`config.mk`:
```
export PLATFORM = sky130hd
export DESIGN_NAME = cia_interval_timer_pair
export DESIGN_NICKNAME = d
export VERILOG_FILES = /design/src/hdl/cia_pkg.sv /design/src/hdl/cia_interval_timer_pair.sv
export SDC_FILE = /design/constraint.sdc
export NUM_CORES = 1
export LEC_CHECK = 0
export BUFFER_PORTS_ARGS = -buffer_cell sky130_fd_sc_hd__buf_2
export CAP_MARGIN = 20
export CORE_MARGIN = 10
export CORE_UTILIZATION = 45
export CTS_BUF_LIST = sky130_fd_sc_hd__clkbuf_8
export DETAILED_ROUTE_END_ITERATION = 10
export PLACE_DENSITY = 0.78
export SLEW_MARGIN = 20
export SYNTH_ARGS = -nofsm -noshare
export SYNTH_HDL_FRONTEND = slang
export SYNTH_SLANG_ARGS = --single-unit
```
`constraint.sdc`:
```
create_clock -name clk -period 2.8 [get_ports clk]
set_input_delay 0.42 -clock clk [delete_from_list [all_inputs] [get_ports clk]]
set_output_delay 0.42 -clock clk [all_outputs]
set_load 0.01 [all_outputs]
```
`src/hdl/cia_pkg.sv`:
```
// Package for the interval timer pair: word types, item kinds, register
// indexes and chip roles. Depends on nothing; used by cia_interval_timer_pair.
package cia_pkg;

  localparam int TIMER_W = 16;
  localparam int CFG_IDX_W = 3;
  localparam int CFG_DATA_W = 16;

  typedef logic [TIMER_W-1:0] count_t;

  typedef enum logic [1:0] {
    KIND_ADVANCE = 2'd0,
    KIND_LOAD_A  = 2'd1,
    KIND_LOAD_B  = 2'd2,
    KIND_ACK     = 2'd3
  } kind_t;

  typedef enum logic [1:0] {
    ROLE_IRQ  = 2'd0,
    ROLE_NMI  = 2'd1,
    ROLE_NONE = 2'd2,
    ROLE_OFF  = 2'd3
  } role_t;

  typedef enum logic [CFG_IDX_W-1:0] {
    REG_CHIP_ROLE = 3'd0,
    REG_A_LATCH   = 3'd1,
    REG_B_LATCH   = 3'd2,
    REG_A_CONTROL = 3'd3,
    REG_B_CONTROL = 3'd4
  } reg_idx_t;

  localparam int CTL_CONTINUOUS = 0;
  localparam int CTL_IRQ_EN     = 1;
  localparam int CTL_INMODE     = 2;

  typedef struct packed {
    kind_t       kind;
    logic [7:0]  cycles;
    logic        cpu_irq_masked;
    logic [15:0] load_value;
    logic        load_start;
  } in_word_t;

  typedef struct packed {
    logic        irq_raise;
    logic        nmi_raise;
    logic        a_flag;
    logic        b_flag;
    logic [15:0] a_count;
    logic [15:0] b_count;
    logic        a_running;
    logic        b_running;
  } out_word_t;

  typedef struct packed {
    count_t cnt;
    logic   run;
    logic   hit;
    logic   irq;
    logic   nmi;
  } tick_t;

endpackage

```
`src/hdl/cia_interval_timer_pair.sv`:
```
// Top level of the interval timer pair: state, update logic and result register.
// Depends on cia_pkg for word types, item kinds, register indexes and roles.
//
//   channel | direction | handshake            | payload
//   in      | input     | in_valid / in_ready  | in_data (cia_pkg::in_word_t)
//   out     | output    | out_valid / out_ready| out_data (cia_pkg::out_word_t)
//   cfg     | input     | cfg_valid / cfg_ready| cfg_index, cfg_data
//
// Each word is processed in the cycle it is accepted; its result is in the output register
// in the cycle after. A new word is accepted every cycle while the output is empty or taken.
// The timer state is updated by one subtract and compare per timer at the accepting edge.
// A stalled output holds its result and blocks input only while it is full and not taken.
// Synchronous active-low reset clears timers, flags, config and output valid; result data is not reset.
module cia_interval_timer_pair (
  input  logic                             clk,
  input  logic                             rst_n,
  input  logic                             in_valid,
  output logic                             in_ready,
  input  cia_pkg::in_word_t                in_data,
  output logic                             out_valid,
  input  logic                             out_ready,
  output cia_pkg::out_word_t               out_data,
  input  logic                             cfg_valid,
  output logic                             cfg_ready,
  input  logic [cia_pkg::CFG_IDX_W-1:0]    cfg_index,
  input  logic [cia_pkg::CFG_DATA_W-1:0]   cfg_data
);

  cia_pkg::role_t  role_r;
  cia_pkg::count_t a_latch_r, b_latch_r;
  logic [2:0]      a_ctl_r, b_ctl_r;

  cia_pkg::count_t count_a_r, count_b_r, count_a_nxt, count_b_nxt;
  logic            run_a_r, run_b_r, run_a_nxt, run_b_nxt;
  logic            hit_a_r, hit_b_r, hit_a_nxt, hit_b_nxt;
  logic            irq_nxt, nmi_nxt;

  logic               out_valid_r;
  cia_pkg::out_word_t out_data_r;
  logic               in_fire;

  cia_pkg::tick_t tick_a, tick_b;

  function automatic cia_pkg::tick_t tick(
    input cia_pkg::count_t cnt,
    input logic            run,
    input logic            hit,
    input cia_pkg::count_t latch,
    input logic [2:0]      ctl,
    input logic [7:0]      cyc,
    input logic            masked,
    input cia_pkg::role_t  role
  );
    cia_pkg::tick_t  res;
    cia_pkg::count_t cyc_w;
    cyc_w = cia_pkg::count_t'(cyc);
    res.cnt = cnt;
    res.run = run;
    res.hit = hit;
    res.irq = 1'b0;
    res.nmi = 1'b0;
    if (cyc_w <= cnt) begin
      res.cnt = cnt - cyc_w;
    end else begin
      if (ctl[cia_pkg::CTL_CONTINUOUS]) begin
        res.cnt = latch;
      end else begin
        res.run = 1'b0;
      end
      if (ctl[cia_pkg::CTL_IRQ_EN]) begin
        if (role == cia_pkg::ROLE_IRQ && !masked) begin
          res.irq = 1'b1;
          res.hit = 1'b1;
        end else if (role == cia_pkg::ROLE_NMI) begin
          res.nmi = 1'b1;
          res.hit = 1'b1;
        end
      end
    end
    return res;
  endfunction

  assign in_ready  = !out_valid_r || out_ready;
  assign in_fire   = in_valid && in_ready;
  assign cfg_ready = 1'b1;
  assign out_valid = out_valid_r;
  assign out_data  = out_data_r;

  assign tick_a = tick(count_a_r, run_a_r, hit_a_r, a_latch_r, a_ctl_r, in_data.cycles,
                       in_data.cpu_irq_masked, role_r);
  assign tick_b = tick(count_b_r, run_b_r, hit_b_r, b_latch_r, b_ctl_r, in_data.cycles,
                       in_data.cpu_irq_masked, role_r);

  always_comb begin
    count_a_nxt = count_a_r;
    count_b_nxt = count_b_r;
    run_a_nxt   = run_a_r;
    run_b_nxt   = run_b_r;
    hit_a_nxt   = hit_a_r;
    hit_b_nxt   = hit_b_r;
    irq_nxt     = 1'b0;
    nmi_nxt     = 1'b0;
    unique case (in_data.kind)
      cia_pkg::KIND_ADVANCE: begin
        if (run_a_r && !a_ctl_r[cia_pkg::CTL_INMODE]) begin
          count_a_nxt = tick_a.cnt;
          run_a_nxt   = tick_a.run;
          hit_a_nxt   = tick_a.hit;
          irq_nxt     = irq_nxt | tick_a.irq;
          nmi_nxt     = nmi_nxt | tick_a.nmi;
        end
        if (run_b_r && b_ctl_r[cia_pkg::CTL_INMODE]) begin
          count_b_nxt = tick_b.cnt;
          run_b_nxt   = tick_b.run;
          hit_b_nxt   = tick_b.hit;
          irq_nxt     = irq_nxt | tick_b.irq;
          nmi_nxt     = nmi_nxt | tick_b.nmi;
        end
      end
      cia_pkg::KIND_LOAD_A: begin
        count_a_nxt = cia_pkg::count_t'(in_data.load_value);
        run_a_nxt   = in_data.load_start;
      end
      cia_pkg::KIND_LOAD_B: begin
        count_b_nxt = cia_pkg::count_t'(in_data.load_value);
        run_b_nxt   = in_data.load_start;
      end
      cia_pkg::KIND_ACK: begin
        hit_a_nxt = 1'b0;
        hit_b_nxt = 1'b0;
      end
      default: begin
      end
    endcase
  end

  always_ff @(posedge clk) begin
    if (!rst_n) begin
      role_r    <= cia_pkg::ROLE_IRQ;
      a_latch_r <= '0;
      b_latch_r <= '0;
      a_ctl_r   <= '0;
      b_ctl_r   <= '0;
    end else if (cfg_valid && cfg_ready) begin
      unique case (cfg_index)
        cia_pkg::REG_CHIP_ROLE: role_r    <= cia_pkg::role_t'(cfg_data[1:0]);
        cia_pkg::REG_A_LATCH:   a_latch_r <= cia_pkg::count_t'(cfg_data);
        cia_pkg::REG_B_LATCH:   b_latch_r <= cia_pkg::count_t'(cfg_data);
        cia_pkg::REG_A_CONTROL: a_ctl_r   <= cfg_data[2:0];
        cia_pkg::REG_B_CONTROL: b_ctl_r   <= cfg_data[2:0];
        default: begin
        end
      endcase
    end
  end

  always_ff @(posedge clk) begin
    if (!rst_n) begin
      count_a_r   <= '0;
      count_b_r   <= '0;
      run_a_r     <= 1'b0;
      run_b_r     <= 1'b0;
      hit_a_r     <= 1'b0;
      hit_b_r     <= 1'b0;
      out_valid_r <= 1'b0;
    end else begin
      if (in_fire) begin
        count_a_r   <= count_a_nxt;
        count_b_r   <= count_b_nxt;
        run_a_r     <= run_a_nxt;
        run_b_r     <= run_b_nxt;
        hit_a_r     <= hit_a_nxt;
        hit_b_r     <= hit_b_nxt;
        out_valid_r <= 1'b1;
      end else if (out_ready) begin
        out_valid_r <= 1'b0;
      end
    end
  end

  always_ff @(posedge clk) begin
    if (in_fire) begin
      out_data_r.irq_raise <= irq_nxt;
      out_data_r.nmi_raise <= nmi_nxt;
      out_data_r.a_flag    <= hit_a_nxt;
      out_data_r.b_flag    <= hit_b_nxt;
      out_data_r.a_count   <= 16'(count_a_nxt);
      out_data_r.b_count   <= 16'(count_b_nxt);
      out_data_r.a_running <= run_a_nxt;
      out_data_r.b_running <= run_b_nxt;
    end
  end

`ifndef SYNTHESIS
  a_one_line_raised: assert property (@(posedge clk) disable iff (!rst_n)
    out_valid_r |-> !(out_data_r.irq_raise && out_data_r.nmi_raise))
    else $error("IRQ and NMI raised by the same word");

  a_irq_sets_flag: assert property (@(posedge clk) disable iff (!rst_n)
    (out_valid_r && (out_data_r.irq_raise || out_data_r.nmi_raise))
      |-> (out_data_r.a_flag || out_data_r.b_flag))
    else $error("Interrupt raised without a timer flag set");

  a_ack_clears: assert property (@(posedge clk) disable iff (!rst_n)
    (in_fire && in_data.kind == cia_pkg::KIND_ACK)
      |=> (!hit_a_r && !hit_b_r && !out_data_r.a_flag && !out_data_r.b_flag))
    else $error("Acknowledge did not clear the flags");

  a_load_a_value: assert property (@(posedge clk) disable iff (!rst_n)
    (in_fire && in_data.kind == cia_pkg::KIND_LOAD_A)
      |=> (out_data_r.a_count == $past(in_data.load_value)))
    else $error("Timer A load value not reported");

  a_run_a_only_by_load: assert property (@(posedge clk) disable iff (!rst_n)
    $rose(run_a_r) |-> $past(in_fire && in_data.kind == cia_pkg::KIND_LOAD_A))
    else $error("Timer A started without a load");
`endif

endmodule

```
==> impl_metrics.csv <==
group,metric,value,unit
critical_path,crit_arrival,3070,ps
power_and_ir_drop,combPwrFrac,25.1,%
critical_path,crit_required,3150,ps
sta,min_period,2720,ps
global_routing,grt_max_degree,51,
critical_path,endpoint_kind,"flip-flop",
power_and_ir_drop,clkPwrFrac,35.5,%
global_routing,grt_pass1_wl,36400,um
critical_path,cp_cell_sequence,"ha_4, a211o_1, o211ai_1, or4b_4, or3_4, buf_4, a211oi_2, nor4_1, o31a_1",
yosys,synth_top_area_share,22.7,%
clocking,cts_root_buf,"clkbuf_8",
power_and_ir_drop,p_per_area,561,mW/mm2
yosys,netlist_instances,820,
sta,tightest_slew,915,ps
yosys,synth-seq-cells,115,
detailed_routing,drtPass1Iterations,5,
detailed_routing,via_per_inst,6.05,
yosys,yosysUniqueCellTypes,72,
clocking,cts.sinks,115,
placement,hpwl,18200,um
yosys,synth_nets,893,
yosys,seq_area_frac_synth,39.5,%
yosys,synth-async-reset-ratio,0,%
yosys,syn_avg_cell_area,8.29,um2
sta,fin_skew,20.6,ps
floorplanning,design.core.area,0.0146,mm2
sta,hold_viol_final,0,
global_routing,grt_pass1_vias,6626,
floorplanning,io_pins,93,
yosys,synth_top_cell_by_area,"dfxtp_1",
sta,setup_slack,81.2,ps
sta,setup_viol,0,
sta,drv_slew,0,
clocking,htree_levels,4,
sta,slew_headroom,38.8,%
yosys,synth.most_common_cell,"nand2_1",
detailed_routing,wl_per_cell,20.3,um
power_and_ir_drop,p_total,4.79,mW
clocking,cts.path.max_buffers,2,
yosys,ys.flop_type,"dfxtp_1",
power_and_ir_drop,seqPwrFrac,39.4,%
critical_path,critPathMaxStageDelay,540,ps
critical_path,cp_max_fo,5,
clocking,path_clk_slew,70,ps
global_routing,globalRoute.totalOverflow,0,
sta,max_freq,368,MHz
critical_path,critPathSlowestCell,"or4b_4",
power_and_ir_drop,p_leak,3.47,nW
global_routing,antenna_found_initial,1,
placement,dpl_cell_area,0.00804,mm2
floorplanning,dieArea,0.0204,mm2
yosys,synth_common_cells,"nand2_1 (137), a21oi_1 (79), dfxtp_1 (77)",
power_and_ir_drop,internal_power,3.34,mW
flow_run,drv_cap,0,
yosys,synth_edf_count,38,
outcome,status,"complete, no violations",
global_routing,grt_usage,23.0,%
final_layout,design_area,0.00853,mm2
detailed_routing,wl,23800,um
placement,numPortBuffers,91,
final_layout,layout-drive-gt1-share,25.4,%
detailed_routing,drcViolationCount,0,
floorplanning,rows,44,
placement,gp_congestion,1.00,
yosys,syn-cell-area,0.00680,mm2
clocking,tritoncts,"yes",
power_and_ir_drop,switchingPower,1.44,mW
final_layout,area_delta_synth_final,25.5,%
power_and_ir_drop,power_switching_share,30.2,%
floorplanning,die_width,143,um
critical_path,timing.setup.critical_path_class,"reg -> reg",
detailed_routing,drt_iter0_markers,901,
clocking,cts_buffers,17,
final_layout,nets,1050,
power_and_ir_drop,vdd_ir_drop_max,0.000316,V
floorplanning,dieHeight,143,um
sta,fin_crit_sh,97.1,%
floorplanning,initial_core_util,46.4,%
detailed_routing,via_count,7107,
clocking,clock_latency,460,ps
placement,dp_slack,-223,ps
critical_path,start_kind,"flip-flop",
yosys,netlist_top_cells_area,"dfxtp_1 (23%), edfxtp_1 (17%), nand2_1 (7.6%)",
detailed_routing,ant_nets,0,
min_path,hp-class,"in -> reg",
yosys,yosysWarnings,0,
==> cells in the final DEF, fill, tap and decap left out, types with 6 or more instances in the layout <==
master / count
nor2b_1: 6
nand2b_1: 10
nor3_1: 12
xnor2_1: 6
edfxtp_1: 38
o211ai_1: 12
nand2_1: 137
nor2_1: 51
nand3_1: 22
o22ai_1: 6
a32oi_1: 6
o21a_1: 10
inv_1: 26
a21oi_1: 77
a221oi_1: 10
a31oi_1: 19
a22oi_1: 18
mux2i_1: 26
a211oi_1: 9
ha_1: 18
dfxtp_1: 74
buf_2: 91
buf_4: 97
o21ai_0: 52
clkbuf_8: 19
nor3b_1: 10
or2_2: 7
==> layout make-up <==
cell class                      count  area (um2)
Multi-Input combinational cell    625        3860
Tap cell                          184         230
Fill cell                        1354        6110
Inverter                           28         105
Antenna cell                        1        2.50
Sequential cell                   115        2690
Clock inverter                     12         161
Clock buffer                       19         262
Timing Repair Buffer              190        1220
==> critical path, delay by kind of cell (launching register included) <==
kind | cells | cell delay (ps)
compound gates | 4 | 870
buf+inv | 1 | 170
simple gates | 3 | 1020
flops | 1 | 350
fa+ha+maj | 1 | 200
==> path summary, 6_finish.rpt <==
kind,from,end,slack (ps),cells after the start
worst max-delay path,count_a_r[5],count_a_r[10],80,9
worst min register to register,a_latch_r[3],a_latch_r[3],450,2
worst max register to register,count_a_r[5],count_a_r[10],80,9
worst min-delay path,in_valid,out_valid,220,3
==> layer usage <==
metal,GRT usage [%],routed length (um),up-vias
met4,11.5,1020,0
met5,0,0,-
met1,30.7,10200,3305
met3,6.97,2800,53
li1,-,-,3356
met2,32.8,9860,393
==> sequential cells by signal (all words and copies together) (netlist names), 2 cells and up <==
name / flops
a_ctl_r: 3
a_latch_r: 16
b_ctl_r: 3
b_latch_r: 16
count_a_r: 16
count_b_r: 16
out_data: 38
role_r: 2
==> kinds of logic after synthesis <==
logic type      share of synthesized area, %
flops                                   39.5
xor+xnor                                1.29
other cells                           0.0552
fa+ha+maj                               4.09
buf+inv                                 4.58
mux                                     4.05
simple gates                            19.8
compound gates                          26.7
==> what timing repair did <==
action | 4_1_cts | 5_1_grt
setup endpoints to repair | 2 | 33
pin swaps | 0 | 4
hold buffers | 0 | 0
gates resized for setup | 2 | 13
setup buffers | 0 | 2
==> power groups by stage <==
stage / registers (mW) / clock network, mW / logic (mW)
floorplan: 1.93 / 0 / 0.652
global placement: 1.92 / 0 / 1.14
detailed placement: 1.92 / 0 / 1.15
CTS: 1.88 / 1.71 / 1.16
global route: 1.90 / 1.78 / 1.30
finish: 1.89 / 1.70 / 1.20
==> through the flow <==
stage	setup TNS [ps]	utilization (%)	std cells	hold WS, ps
2_1_floorplan	-20.2	-	820	431
3_3_place_gp	-1350	54.9	1140	443
3_5_place_dp	-2530	54.9	1140	443
4_1_cts	0	57.8	1171	199
5_1_grt	-7.61	58.2	1173	212
6_report	0	58.3	1174	216
(Power assumes the default switching activity.)
